$ cat src/hw/rtl/ptqs_ram.sv
// Generic single-clock RAM with one write port and one registered read port.
module ptqs_ram #(
    parameter int WIDTH = 8,
    parameter int DEPTH = 16
) (
    input  logic                     clk,
    input  logic                     we,
    input  logic [$clog2(DEPTH)-1:0] waddr,
    input  logic [WIDTH-1:0]         wdata,
    input  logic                     re,
    input  logic [$clog2(DEPTH)-1:0] raddr,
    output logic [WIDTH-1:0]         rdata
);

    logic [WIDTH-1:0] mem [DEPTH];

    always_ff @(posedge clk)
    begin
        if (we)
        begin
            mem[waddr] <= wdata;
        end
        if (re)
        begin
            rdata <= mem[raddr];
        end
    end

endmodule

$ cat config.mk
export PLATFORM = sky130hd
export DESIGN_NAME = ptqs_ram
export DESIGN_NICKNAME = d
export VERILOG_FILES = /design/src/hw/rtl/ptqs_ram.sv
export SDC_FILE = /design/constraint.sdc
export NUM_CORES = 1
export LEC_CHECK = 0
export ABC_CLOCK_PERIOD_IN_PS = 3200
export BUFFER_PORTS_ARGS = -buffer_cell sky130_fd_sc_hd__buf_2
export CAP_MARGIN = 20
export CORE_AREA = 2 2 101 103
export DETAILED_ROUTE_END_ITERATION = 10
export DIE_AREA = 0 0 103 105
export GPL_TIMING_DRIVEN = 0
export PLACE_DENSITY = 0.75
export SLEW_MARGIN = 20
export SYNTH_ARGS = -nofsm -noshare
export SYNTH_HDL_FRONTEND = slang
export SYNTH_SLANG_ARGS = --single-unit
$ cat constraint.sdc
create_clock -name clk -period 3.2 [get_ports clk]
set_clock_uncertainty 0.15 [all_clocks]
set_input_delay 0.32 -clock clk [delete_from_list [all_inputs] [get_ports clk]]
set_output_delay 0.32 -clock clk [all_outputs]
set_load 0.01 [all_outputs]
; Yosys cells after proc, flatten, opt, wreduce, memory -nomap -nowiden
; Memory sizes are Yosys's and may differ from the RTL's. A register that Yosys moved wholly into a read port is not among the register bits.
; Index checks and enable logic that the tools add are counted.
[totals]
elab_cells = 3
in_bits = 19
n_memories = 1
ramBits = 128
reg_bits = 0
output_inout_bits = 8
[memory_table]
columns = name, depth, word_bits, rd, rd_clocked_by_memory_dff, wr, line
row1 = mem, 16, 8, 1, 1, 1, 15  ; logic [WIDTH-1:0] mem [DEPTH];
[classes]
mux = 2
[op_table]
columns = cell, count
row1 = 1-bit 2-to-1 mux, 2

; Logic depth before layout (Yosys ltp)
[depth]
ltp_word = 2
mapped_depth = 5
ltp_nobuf = 3

; Least setup slack after synthesis
; Ideal clock, no wire load.
[synth_timing]
path_type = input port to flip-flop
startpoint = input port waddr[2]
endpoint = memory mem[0][0], enable pin
stages = 2
t_arrival_ns = 1.430
required_time_ns = 2.667
path_buffers = 0
setup_time_ns = 0.383
slack_ns = 1.237
cell_sequence = or3b_2 -> nor3_1
[synth_rtl]
columns = item, line
row1 = "start, declared", 8  ; input logic [$clog2(DEPTH)-1:0] waddr,
row2 = "end, declared", 15
; No word-level cell before the write port.

==> impl_metrics.csv <==
group,metric,value,unit
route,totalWireLength,9613,µm
synthesis,ys_seq_area_share,78.12,%
placed_design,place.gp.congestion,0.7229,
sta,rsz0062_at_grt,"false",
pwr,irDropWorstVdd,0.0004626,V
synthesis,syn_inst,229,
route,vias_per_cell,5.800,
route,drtAntennaViolNets,0,
setup_path,cp_top_family,"multiplexers",
sta,setup_tns,0,ps
layout,final_cell_mix,"edfxtp_1 (136), buf_2 (28), mux4_2 (18), a22oi_1 (16), clkbuf_16 (16)",
clock_tree,cts_buffer_depth,2,
layout,antennaDiodeCount,0,
pwr,cellLeakagePower,2.019,nW
placed_design,dp_cells,387,
clock_tree,postCtsSetupBuffers,0,
synthesis,synth_nets,248,
outcome,outcome,"finished clean",
clock_tree,cts_tree,"yes",
pwr,power_frac_seq,52.3,%
floorplan,num_rows,36,
pwr,internal-power,3.088,mW
sta,layout_setup_ws,1517,ps
layout,final_cells,419,
pwr,report.power.total,3.855,mW
setup_path,worstSetupPathType,"reg2reg",
route,vias,2430,
synthesis,synth_warnings,0,
pwr,switching_share,19.91,%
route,drt_iter0_drc,249,
grt,grt_pass1_vias,2544,
clock_tree,clock-root-buffer,"clkbuf_8",
layout,final_common_cell,"edfxtp_1",
grt,antenna_found_initial,0,
floorplan,die_w,103,µm
sta,fmax,0.5942,GHz
setup_path,cp_data_arrival_time,1790,ps
setup_path,critical_path.max_stage_delay,520,ps
route,drc,0,
clock_tree,cts_buffers,17,
floorplan,start_util,54.23,%
clock_tree,clk_pin_slew,60,ps
sta,tightest_slew,805.4,ps
synthesis,syn_area,5228,µm²
synthesis,avgSynthCellArea,22.83,µm²
setup_path,end_kind,"register",
layout,area_growth_syn_to_layout,15.84,%
setup_path,critical_path.max_fanout,1,
layout,layout-drive-gt1-share,29.72,%
setup_path,path_cells,"mux4_2 -> a22oi_1 -> nand2_1",
pwr,p_per_area,636.6,nW/µm²
pwr,clkPwrFrac,42.7,%
sta,slew_headroom,46.11,%
route,dr.pass1.iters,4,
placed_design,io_buffer_count,25,
floorplan,ioPinCount,27,
setup_path,required,3300,ps
setup_path,cp_num_buf_inv,0,
worst_hold_path,hp-class,"in2reg",
route,wl_per_cell,22.94,µm
floorplan,design.die.area,10820,µm²
pwr,comb_power_share,5.0,%
synthesis,synth-seq-cells,136,
placed_design,dp_slack,1050,ps
sta,setup_violations,0,
setup_path,critical-path-slowest-cell,"mux4_2",
synthesis,synth_cell_types,18,
pwr,power.switching,767.5,µW
sta,hold_viol_final,0,
layout,final_nets,293,
clock_tree,h-tree-depth,4,
sta,fin_crit_sh,52.59,%
job,drv_cap,0,
sta,min_period,1683,ps
clock_tree,cts.sinks,136,
grt,grt_max_degree,17,
setup_path,startpoint_type,"register",
grt,grt_pass1_wl,14840,µm
clock_tree,clock_latency,510,ps
placed_design,detailed_place_hpwl,6093,µm
sta,drv_slew,0,
floorplan,die_h,105,µm
floorplan,core_area,9639,µm²
grt,grt_overflow,0,
grt,gr-usage-all-layers,20.29,%
final cells by class:
cell class	count	area, µm²
clock inverters	13	88.84
multi-input cells	83	1077
repair buffers	26	135.1
well taps	133	166.4
flip-flops and latches	136	4084
fillers	680	3583
plain buffers	10	86.33
clock buffers	18	417.9
final timing paths:
kind	end	depth (start not counted)	startpoint	slack, ps
worst max-delay path	rdata[7]	3	mem[7][7]	1520
worst min-delay path	mem[10][5]	1	wdata[5]	50
worst max register to register	rdata[7]	3	mem[7][7]	1520
worst min register to register	rdata[1]	3	mem[11][1]	620
worst register-to-register path, delay by kind of cell (launching register included):
kind | cells | cell delay (ps)
compound gates | 1 | 260
flops | 1 | 380
mux | 1 | 520
simple gates | 1 | 120
through the flow:
| step | area (µm²) | hold WS [ps] | utilization (%) |
|---|---|---|---|
| 6_report | 6056 | 47.99 | 62.82 |
| 5_1_grt | 6056 | 38.52 | 62.82 |
| 4_1_cts | 6056 | 25.81 | 62.82 |
| 3_5_place_dp | 5539 | 512.6 | 57.46 |
| 3_3_place_gp | 5519 | 501.0 | 57.26 |
| 2_1_floorplan | 5228 | 268.9 | - |
flip-flops by register name, summed over array words and instances, names as in the netlist:
register,cells
mem,128
rdata,8
power groups by stage:
stage,Combinational [mW],Sequential (mW),Clock (mW)
final,0.192,2.02,1.65
after CTS,0.193,2.02,1.67
after global routing,0.208,2.02,1.75
after global placement,0.184,2.05,0
after floorplan,0.101,2.06,0
after detailed placement,0.191,2.05,0
logic make-up (layout without fill, tap and decap cells):
| group | count (synthesis) | count (layout) | share of synthesized area (%) |
|---|---|---|---|
| muxes | 32 | 32 | 14.79 |
| buffers and inverters | 10 | 67 | 1.651 |
| AOI/OAI and AO/OA | 16 | 16 | 2.298 |
| DFF | 136 | 136 | 78.12 |
| and+or+nand+nor | 35 | 35 | 3.136 |
cell usage after synthesis:
master / number / area [µm²]
edfxtp_1: 136 / 4084
or3b_2: 1 / 8.760
buf_2: 3 / 15.01
and2b_1: 1 / 7.510
nor2_1: 13 / 48.80
nand2b_1: 2 / 12.51
clkdlybuf4s25_2: 3 / 30.03
nor3_1: 4 / 20.02
nand3b_1: 2 / 15.01
mux4_2: 18 / 405.4
nor2b_1: 1 / 6.260
buf_6: 3 / 33.78
nand2_1: 9 / 33.78
nand3_1: 1 / 5.000
mux4_1: 14 / 367.9
and2_1: 1 / 6.260
buf_4: 1 / 7.510
a22oi_1: 16 / 120.1
layer usage:
metal  up-vias  part of all wire [%]  track usage, %
met4         0                   2.3           8.835
met2        96                    51           30.29
met1      1242                    41           28.00
met3        18                   5.9           5.953
li1       1074                     -               -
met5         -                     0               0
repair_timing:
item	CTS	global route
endpoints found under the hold margin	8	0
gates resized for setup	0	0
hold buffers	1	0
Power figures use the tool's default switching activity.
