<file path="src/hw/rtl/ptqs_pkg.sv">
// Package: constants, types and status codes of the priority transmit queue scheduler.
package ptqs_pkg;

    localparam int NUM_LEVELS  = 8;
    localparam int QUEUE_DEPTH = 64;
    localparam int HANDLE_BITS = 16;

    localparam int LVL_W   = $clog2(NUM_LEVELS);
    localparam int PTR_W   = $clog2(QUEUE_DEPTH);
    localparam int CNT_W   = $clog2(QUEUE_DEPTH + 1);
    localparam int SLOTS   = NUM_LEVELS * QUEUE_DEPTH;
    localparam int ADDR_W  = $clog2(SLOTS);
    localparam int DESC_W  = 33;

    localparam logic [15:0] HANDLE_MASK =
        (HANDLE_BITS >= 16) ? 16'hFFFF : 16'((1 << HANDLE_BITS) - 1);

    typedef enum logic [2:0] {
        ST_PUSHED     = 3'd0,
        ST_INVALID    = 3'd1,
        ST_NOT_READY  = 3'd2,
        ST_FULL       = 3'd3,
        ST_SENT_MORE  = 3'd4,
        ST_SENT_EMPTY = 3'd5,
        ST_EMPTY      = 3'd6
    } status_t;

    typedef struct packed {
        logic        is_poll;
        logic [2:0]  pri;
        logic [15:0] handle;
        logic [15:0] size;
        logic        mode;
    } req_t;

    typedef struct packed {
        status_t     status;
        logic [2:0]  sp;
        logic        active;
        logic        sent;
    } rsp_t;

    typedef struct packed {
        logic              we;
        logic [ADDR_W-1:0] waddr;
        logic [DESC_W-1:0] wdata;
        logic              re;
        logic [ADDR_W-1:0] raddr;
    } mem_req_t;

endpackage

</file>
<file path="src/hw/rtl/ptqs_ctrl.sv">
// Queue control: head and count tables, level pointer, active flag, store addressing.
module ptqs_ctrl (
    input  logic               clk,
    input  logic               rst_n,
    input  logic               enable,
    input  logic               go,
    input  ptqs_pkg::req_t     req,
    output ptqs_pkg::rsp_t     rsp,
    output ptqs_pkg::mem_req_t mem_req
);
    import ptqs_pkg::*;

    localparam int SUM_W = CNT_W + 1;
    localparam logic [LVL_W-1:0] TOP_LVL = LVL_W'(NUM_LEVELS - 1);

    logic [PTR_W-1:0] heads_reg  [NUM_LEVELS];
    logic [PTR_W-1:0] heads_next [NUM_LEVELS];
    logic [CNT_W-1:0] counts_reg  [NUM_LEVELS];
    logic [CNT_W-1:0] counts_next [NUM_LEVELS];
    logic [LVL_W-1:0] cur_reg, cur_next;
    logic             set_reg, set_next;
    logic             active_reg, active_next;

    logic [4:0]       pri_ext;
    logic [4:0]       sp_ext;
    logic [LVL_W-1:0] push_lvl, poll_lvl, idx;
    logic [CNT_W-1:0] cnt;
    logic [PTR_W-1:0] head, tail;
    logic [SUM_W-1:0] tail_sum;
    logic [15:0]      h;
    logic             now_empty;

    function automatic logic [ADDR_W-1:0] slot(input logic [LVL_W-1:0] lvl,
                                               input logic [PTR_W-1:0] ptr);
        slot = ADDR_W'(lvl) * ADDR_W'(QUEUE_DEPTH) + ADDR_W'(ptr);
    endfunction

    always_comb
    begin
        heads_next  = heads_reg;
        counts_next = counts_reg;
        cur_next    = cur_reg;
        set_next    = set_reg;
        active_next = active_reg;
        now_empty   = 1'b0;

        pri_ext  = {2'b00, req.pri};
        push_lvl = pri_ext[LVL_W-1:0];
        poll_lvl = set_reg ? cur_reg : TOP_LVL;
        idx      = req.is_poll ? poll_lvl : push_lvl;
        cnt      = counts_reg[idx];
        head     = heads_reg[idx];
        tail_sum = SUM_W'(head) + SUM_W'(cnt);
        tail     = (tail_sum >= SUM_W'(QUEUE_DEPTH)) ?
                   PTR_W'(tail_sum - SUM_W'(QUEUE_DEPTH)) : PTR_W'(tail_sum);
        h        = req.handle & HANDLE_MASK;
        sp_ext   = 5'(poll_lvl);

        rsp.status = ST_PUSHED;
        rsp.sp     = 3'd0;
        rsp.sent   = 1'b0;

        mem_req.we    = 1'b0;
        mem_req.waddr = slot(push_lvl, tail);
        mem_req.wdata = {h, req.size, req.mode};
        mem_req.re    = go && req.is_poll;
        mem_req.raddr = slot(poll_lvl, head);

        if (!req.is_poll)
        begin
            priority if (h == 16'd0 || req.size == 16'd0 || pri_ext >= 5'(NUM_LEVELS))
            begin
                rsp.status = ST_INVALID;
            end
            else if (!enable)
            begin
                rsp.status = ST_NOT_READY;
            end
            else if (cnt >= CNT_W'(QUEUE_DEPTH))
            begin
                rsp.status = ST_FULL;
            end
            else
            begin
                rsp.status       = ST_PUSHED;
                mem_req.we       = go;
                counts_next[idx] = cnt + CNT_W'(1);
                if (!set_reg || push_lvl > cur_reg)
                begin
                    cur_next = push_lvl;
                    set_next = 1'b1;
                end
                active_next = 1'b1;
            end
        end
        else
        begin
            set_next = 1'b1;
            cur_next = poll_lvl;
            rsp.sp   = sp_ext[2:0];
            if (cnt == '0)
            begin
                rsp.status = ST_EMPTY;
                now_empty  = 1'b1;
            end
            else
            begin
                rsp.sent         = 1'b1;
                heads_next[idx]  = (head == PTR_W'(QUEUE_DEPTH - 1)) ? '0 : head + PTR_W'(1);
                counts_next[idx] = cnt - CNT_W'(1);
                now_empty        = (cnt == CNT_W'(1));
                rsp.status       = now_empty ? ST_SENT_EMPTY : ST_SENT_MORE;
            end
            if (now_empty)
            begin
                if (poll_lvl != '0)
                begin
                    cur_next = poll_lvl - LVL_W'(1);
                end
                else
                begin
                    active_next = 1'b0;
                end
            end
        end

        rsp.active = active_next;
    end

    always_ff @(posedge clk or negedge rst_n)
    begin
        if (!rst_n)
        begin
            for (int i = 0; i < NUM_LEVELS; i++)
            begin
                heads_reg[i]  <= '0;
                counts_reg[i] <= '0;
            end
            cur_reg    <= '0;
            set_reg    <= 1'b0;
            active_reg <= 1'b0;
        end
        else if (go)
        begin
            heads_reg  <= heads_next;
            counts_reg <= counts_next;
            cur_reg    <= cur_next;
            set_reg    <= set_next;
            active_reg <= active_next;
        end
    end

endmodule

</file>
<file path="config.mk">
export PLATFORM = sky130hd
export DESIGN_NAME = ptqs_ctrl
export DESIGN_NICKNAME = d
export VERILOG_FILES = /design/src/hw/rtl/ptqs_pkg.sv /design/src/hw/rtl/ptqs_ctrl.sv
export SDC_FILE = /design/constraint.sdc
export NUM_CORES = 1
export LEC_CHECK = 0
export ABC_AREA = 1
export ABC_CLOCK_PERIOD_IN_PS = 3550
export CAP_MARGIN = 10
export CELL_PAD_IN_SITES_DETAIL_PLACEMENT = 0
export CELL_PAD_IN_SITES_GLOBAL_PLACEMENT = 1
export CORE_MARGIN = 5
export CORE_UTILIZATION = 47
export CTS_CLUSTER_DIAMETER = 50
export DETAILED_ROUTE_END_ITERATION = 12
export DONT_BUFFER_PORTS = 1
export PLACE_DENSITY_LB_ADDON = 0.15
export SETUP_SLACK_MARGIN = 0.1
export SLEW_MARGIN = 10
export SYNTH_ARGS = -nofsm -noshare
export SYNTH_HDL_FRONTEND = slang
export SYNTH_SLANG_ARGS = --single-unit
</file>
<file path="constraint.sdc">
create_clock -name clk -period 3.55 [get_ports clk]
set_input_delay 0.5325 -clock clk [delete_from_list [all_inputs] [get_ports clk]]
set_output_delay 0.5325 -clock clk [all_outputs]
set_load 0.02 [all_outputs]
</file>
======== Word-level counts from Yosys, hierarchy flattened ========
Cells that the tools add are included.
word-level totals
  output and inout bits ................... 61
  input port bits ......................... 41
  bits in registers ....................... 109
  logic and storage cells ................. 108
operators by class
  bitwise logic cells ..................... 2
  muxes and demuxes ....................... 55
  add/subtract/negate cells ............... 8
  order comparisons ....................... 5
  reduce and logical (&&, ||, !) cells .... 14
  equality and inequality tests ........... 5
operators with widths
  operator             count
  $mux 56              5
  $bwmux 56            2
  $bwmux 48            1
  $mux 3               11
  $logic_not 16->1     2
  $mux 6               5
  $bmux 7 s3           1
  $demux 7 s3          1
  $mux 7               3
  $mux 1               20
  $add 9x6->9          2
  $bmux 6 s3           1
  $demux 6 s3          1
  $reduce_and 5->1     2
  $add 6x7->8          1
  $ge 8x7->1 const B   1
  $mux 2               4
  $add 7x1->7 const B  1
  $eq 7x1->1 const B   1
  $ge 7x7->1 const B   1
  $logic_not 7->1      1
  $sub 7x1->7 const B  1
  $add 6x1->6 const B  1
  $eq 6x6->1 const B   1
  other kinds (14)     19

======== Longest topological paths before layout ========
Gate-level depths: netlist of run 1.
  depth after elaboration ................. 12
  gate-level depth with buffers ........... 23
  mapped depth without buffers ............ 21

======== Worst setup path after synthesis of run 1 ========
No wires, ideal clock.
  kind .................................... input-to-output
  start point ............................. input port req[36] (netlist bit)
  end point ............................... output port mem_req[48] (netlist bit)
  data required time ...................... 3.017 ns
  arrival ................................. 3.030 ns
  buffers on the path ..................... 3
  slack ................................... -0.012 ns
  cell stages on the path ................. 18
  cells stage by stage .................... buf_6 nand3_4 nand2_4 buf_6 buf_4 o21ai_0 nand2_1 nand2_1 nand2_1 nand2_1 inv_1 ha_1 a21oi_1 nand2_1 a21o_1 a21oi_1 xnor2_1 xor2_1
RTL lines
  what                RTL line        source
  start: declaration  ptqs_ctrl.sv:7  input ptqs_pkg::req_t req,
  end: declaration    ptqs_ctrl.sv:9  output ptqs_pkg::mem_req_t mem_req

==> impl_metrics.tcl, run 1 <==
set metrics [dict create \
    gr-total-overflow 0 \
    ys_seq_area_share_pct 38.5 \
    syn_nets 996 \
    p_per_area_nw_per_um2 908 \
    syn_area_um2 7080 \
    fmax_mhz 290 \
    antenna_found_initial 0 \
    path_class "register to primary output" \
    synthSimpleGateAreaFrac_pct 35.1 \
    r2r_slack_ps 630 \
    die-area_um2 17600 \
    grt_max_degree 110 \
    synthTopCellsByArea "dfrtp_1 39%, nand2_1 18%, buf_4 5.3%, inv_1 4.4%, o21ai_1 4.0%" \
    first_pass_iters 7 \
    die_x_um 133 \
    gr-usage-all-layers_pct 21.2 \
    drc_errors 0 \
    design_area_um2 7890 \
    synth_edf_count 0 \
    area_growth_pct 11.5 \
    synth_top_area_share_pct 38.5 \
    leakage_uw 0.00414 \
    setup-tns-final_ps 0 \
    hold_viol 0 \
    final_nets 1001 \
    maxCapViolCount 0 \
    rows 44 \
    syn_area_per_cell_um2 7.54 \
    fillCellCount 1451 \
    async_flop_share_pct 100 \
    slew_violations 0 \
    synth_compound_area_share_pct 9.07 \
    via_count 5944 \
    grt_pass1_vias 5737 \
    cts_buffers 9 \
    drive_gt1_share_pct 19.7 \
    critPathCaptureType "primary output" \
    syn_inst 939 \
    clk_latency_ps 360 \
    relSlewSlack_pct 47.3 \
    reg2regPathDepth 17 \
    yosysTopAreaCell "dfrtp_1" \
    post-route-util_pct 53.9 \
    finalSetupViolCount 0 \
    cts_tree "built" \
    die_h_um 133 \
    place.detailed.hpwl_um 13000 \
    ant_nets 0 \
    min_period_ps 3450 \
    clock-sinks 109 \
    dp_slack_ps 74.8 \
    synthMuxAreaShare_pct 0 \
    clkTransAtPathRegs_ps 70 \
    rsz0062_at_grt "true" \
    portBuffers 0 \
    synth_cell_types 38 \
    fin_skew_ps 11.2 \
    ir_drop_mv 0.357 \
    post-route-period-util_pct 97.3 \
    ys_warn_count 0 \
    cts-root-buf "clkbuf_16" \
    arrival_ps 2920 \
    clk_path_buf_depth 2 \
    placedInstanceArea_um2 6960 \
    drt_wl_total_um 18500 \
    dr.first_iter.drc_count 303 \
    ys_ff_latch 109 \
    grt_pass1_wl_um 30200 \
    antennaDiodeCount 0 \
    synth_top_family_by_area "simple AND/OR/NAND/NOR gates" \
    startpoint_type "register" \
    status "completed" \
    worstHoldPathType "primary input to asynchronous set/reset pin" \
    r2r-end "counts_reg[23]" \
    whs_ps 58.0 \
    tightest_slew_ps 784 \
    setup_ws_ps 96.7 \
    vias_per_cell 5.25 \
    wl_per_cell_um 16.4 \
    ys.flop_type "dfrtp_1" \
    core-area_um2 14600 \
    synth_adder_area_share_pct 2.94 \
    ctsHtreeMaxLevel 3 \
    cp_max_fo 8 \
    yosys.area_share.xor_xnor_pct 1.11 \
    r2r-start "cur_reg[0]" \
    required_ps 3020 \
    io_pins 102 \
    initial_utilization_pct 48.3 \
    finalWeightedCongestion 0.850 \
]
cell usage after synthesis, types with 7 or more instances:
master	count
o21ai_0	44
nand3b_1	18
nand2_1	347
buf_6	18
buf_4	50
nand2_4	9
nand3_1	39
nand3_4	10
nand4_1	7
a21oi_1	15
inv_1	82
dfrtp_1	109
ha_1	15
o21ai_1	57
nor2_1	49
nand2_2	17
power by group:
group / switching (uW) / leakage (uW) / internal, uW
clock network: 475 / 0.000149 / 566
registers: 293 / 0.00138 / 1780
logic: 2530 / 0.00261 / 1520
layout by cell type (no fill, tap or decap), drive strengths merged, types with 4 or more instances in the layout:
cell	n
nor4	5
xnor2	4
o21ai	102
nand4	7
nor2	60
nand2	375
inv	91
a21oi	15
buf	64
nand3	53
clkbuf	12
ha	15
xor2	5
nand3b	18
dfrtp	109
stage by stage:
stage,instances,power [uW]
2_1_floorplan,939,4690
3_3_place_gp,1081,5530
3_5_place_dp,1081,5610
4_1_cts,1117,6950
5_1_grt,1132,7740
6_report,1132,7160
what timing repair did:
action | in CTS | in global routing
gates cloned | 2 | 2
pin swaps | 11 | 21
setup endpoints to repair | 5 | 5
hold buffers | 1 | 0
resized for setup | 34 | 45
endpoints found under the hold margin | 109 | 0
buffers inserted | 18 | 13
logic make-up (layout without fill, tap and decap cells):
kind of cell             count (synthesis)  after routing
AND/OR/NAND/NOR                        518            519
buffers and inverters                  163            171
AO/OA/AOI/OAI                          124            124
flip-flops                             109            109
adder cells (fa/ha/maj)                 16             16
XOR/XNOR                                 9              9
metal layers:
layer	GRT usage [%]	part of all wire, %	routed length [um]	vias up
li1	-	-	-	2938
met1	27.9	46	8550	2874
met2	35.8	49	9030	110
met3	4.10	3.4	630	22
met4	5.89	1.7	323	0
met5	0	0	0	-
how the worst max path moves through the flow:
stage	slack (ps)	from	endpoint
floorplan	60	req[36]	mem_req[48]
global placement	90	req[36]	mem_req[48]
detailed placement	70	req[36]	mem_req[47]
CTS	40	cur_reg[0]	mem_req[48]
global route	-20	set_reg	mem_req[48]
finish	100	set_reg	mem_req[48]
worst max-delay path, cell delays in order (launching register included):
cell and delay [ps]:
dfrtp_1 410, buf_6 160, nand2_4 60, nand2_4 90, nand2_8 90, buf_8 150
nand2_1 60, nand2_1 80, nand2_1 120, nand2_4 80, ha_1 310, nand3_1 80
nand2_1 70, a21o_1 160, a21oi_2 160, xnor2_2 150, xor2_2 290
layout make-up:
type | instances | area [um2] | share of cell area, %
Tap cell | 184 | 230 | 2.92
Timing Repair Buffer | 66 | 628 | 7.96
Sequential cell | 109 | 2730 | 34.6
Clock inverter | 5 | 57.6 | 0.730
Multi-Input combinational cell | 668 | 3660 | 46.4
Inverter | 90 | 347 | 4.39
Clock buffer | 10 | 239 | 3.03
Note: power is estimated with default switching activity, not from simulation.
==> run 2: changes to the inputs <==
ABC_CLOCK_PERIOD_IN_PS = 3100   (was 3550)
CORE_UTILIZATION = 43   (was 47)
clock period = 3.1 ns   (was 3.55 ns; I/O delays follow)
==> impl_metrics.tcl, run 2 (synthesis results as in run 1) <==
set metrics [dict create \
    finalWeightedCongestion 0.822 \
    pwr-share-seq_pct 27.8 \
    ir_drop_mv 0.395 \
    clock-sinks 109 \
    clk_latency_ps 360 \
    gr-usage-all-layers_pct 20.0 \
    grt_pass1_vias 5740 \
    cts_tree "built" \
    cts_buffers 9 \
    cp_max_fo 8 \
    mostFrequentLayoutCell "nand2_1" \
    core-area_um2 16000 \
    dr.first_iter.drc_count 443 \
    fillCellCount 1612 \
    arrival_ps 2900 \
    fin_skew_ps 13.2 \
    tightest_slew_ps 516 \
    die-area_um2 19100 \
    die_x_um 138 \
    critPathCaptureType "primary output" \
    ant_nets 0 \
    io_pins 102 \
    portBuffers 0 \
    first_pass_iters 5 \
    drc_errors 0 \
    p_per_area_nw_per_um2 1050 \
    die_h_um 138 \
    path_class "register to primary output" \
    final_cell_mix "331 x nand2_1, 108 x dfrtp_1, 72 x inv_1" \
    switchingPower_uw 3870 \
    clk_path_buf_depth 2 \
    rsz0062_at_grt "true" \
    dp.cells 1137 \
    setup-tns-final_ps -859 \
    violations "negative hold slack, negative setup slack" \
    drt_wl_total_um 19100 \
    startpoint_type "register" \
    status "finished with violations" \
    swShare_pct 45.3 \
    finalPower_uw 8530 \
    gr-total-overflow 0 \
    grt_max_degree 110 \
    p_comb_share_pct 58.1 \
    antennaDiodeCount 0 \
    fin_cells 1175 \
    vias_per_cell 5.05 \
    required_ps 2630 \
    min_period_ps 3370 \
    finalSetupViolCount 6 \
    grt_pass1_wl_um 31000 \
    ctsHtreeMaxLevel 3 \
    cell_internal_pwr_uw 4660 \
    maxCapViolCount 0 \
    antenna_found_initial 0 \
    hold_viol 109 \
    cts-root-buf "clkbuf_16" \
    wl_per_cell_um 16.2 \
    slew_violations 0 \
    relSlewSlack_pct 65.5 \
    clkTransAtPathRegs_ps 70 \
    clkPwrFrac_pct 14.1 \
    rows 46 \
    whs_ps -203 \
    initial_utilization_pct 44.2 \
    place.detailed.hpwl_um 13600 \
    leakage_uw 0.00427 \
    final_nets 1012 \
    post-route-util_pct 50.5 \
    post-route-period-util_pct 109 \
    worstHoldPathType "primary input to asynchronous set/reset pin" \
    setup_ws_ps -269 \
    area_growth_pct 14.3 \
    via_count 5933 \
    fmax_mhz 297 \
    drive_gt1_share_pct 21.4 \
]
## run 2: worst max-delay path: stages, from the launching register on
cell     delay [ps]
dfrtp_1         390
inv_2            80
nand3_4         110
nand2_8         170
buf_12          130
buf_16          100
nor2_2           30
o21ai_0         140
nand2_1          70
nand2_1          70
nand2_2          70
inv_4            70
ha_4            190
nand3_2          60
nand2_2          70
a21o_1          170
a21oi_2         170
xnor2_2         150
xor2_2          290
## run 2: path summary, 6_finish.rpt
| path | start | to | slack [ps] | cells past startpoint |
|---|---|---|---|---|
| worst max-delay path | cur_reg[0] | mem_req[48] | -270 | 18 |
| worst min-delay path | rst_n | cur_reg[1] | -200 | 0 |
| worst max register to register | cur_reg[0] | heads_reg[47] | 210 | 23 |
| worst min register to register | counts_reg[6] | counts_reg[6] | 480 | 2 |
| max in group asynchronous | rst_n | counts_reg[54] | 3040 | 0 |
| min in group clk | req[36] | cur_reg[2] | 240 | 2 |
## run 2: area by class of cell
cell class / instances / area [um2] / area share, %
Multi-Input combinational cell: 667 / 3710 / 45.8
Sequential cell: 109 / 2730 / 33.7
Timing Repair Buffer: 78 / 719 / 8.90
Inverter: 90 / 363 / 4.49
Tap cell: 216 / 270 / 3.34
Clock buffer: 12 / 256 / 3.17
Clock inverter: 3 / 43.8 / 0.541
## run 2: metrics by stage
| step | worst slack [ps] | area [um2] |
|---|---|---|
| after detailed placement | -98.8 | 7280 |
| after global placement | -36.3 | 7280 |
| after floorplan | 1.22 | 7180 |
| final | -269 | 8090 |
| after CTS | -258 | 7880 |
| after global routing | -393 | 8090 |
## run 2: power groups by stage
stage / Clock (uW) / Sequential (uW) / Combinational [uW]
after floorplan: 0 / 2290 / 3250
after CTS: 1240 / 2360 / 4750
after detailed placement: 0 / 2380 / 4410
after global routing: 1290 / 2440 / 5480
after global placement: 0 / 2380 / 4330
final: 1210 / 2370 / 4960
## run 2: routing by layer
layer | vias up | routed length, um | GRT usage [%]
li1 | 2959 | - | -
met1 | 2841 | 8620 | 26.8
met2 | 116 | 9480 | 33.5
met3 | 17 | 712 | 4.03
met4 | 0 | 269 | 5.10
met5 | - | 0 | 0
## run 2: what timing repair did
action | 4_1_cts | 5_1_grt
gates resized for setup | 38 | 32
gates cloned | 2 | 0
pin swaps | 20 | 8
setup endpoints to repair | 10 | 72
setup buffers | 16 | 6
endpoints found under the hold margin | 109 | 109
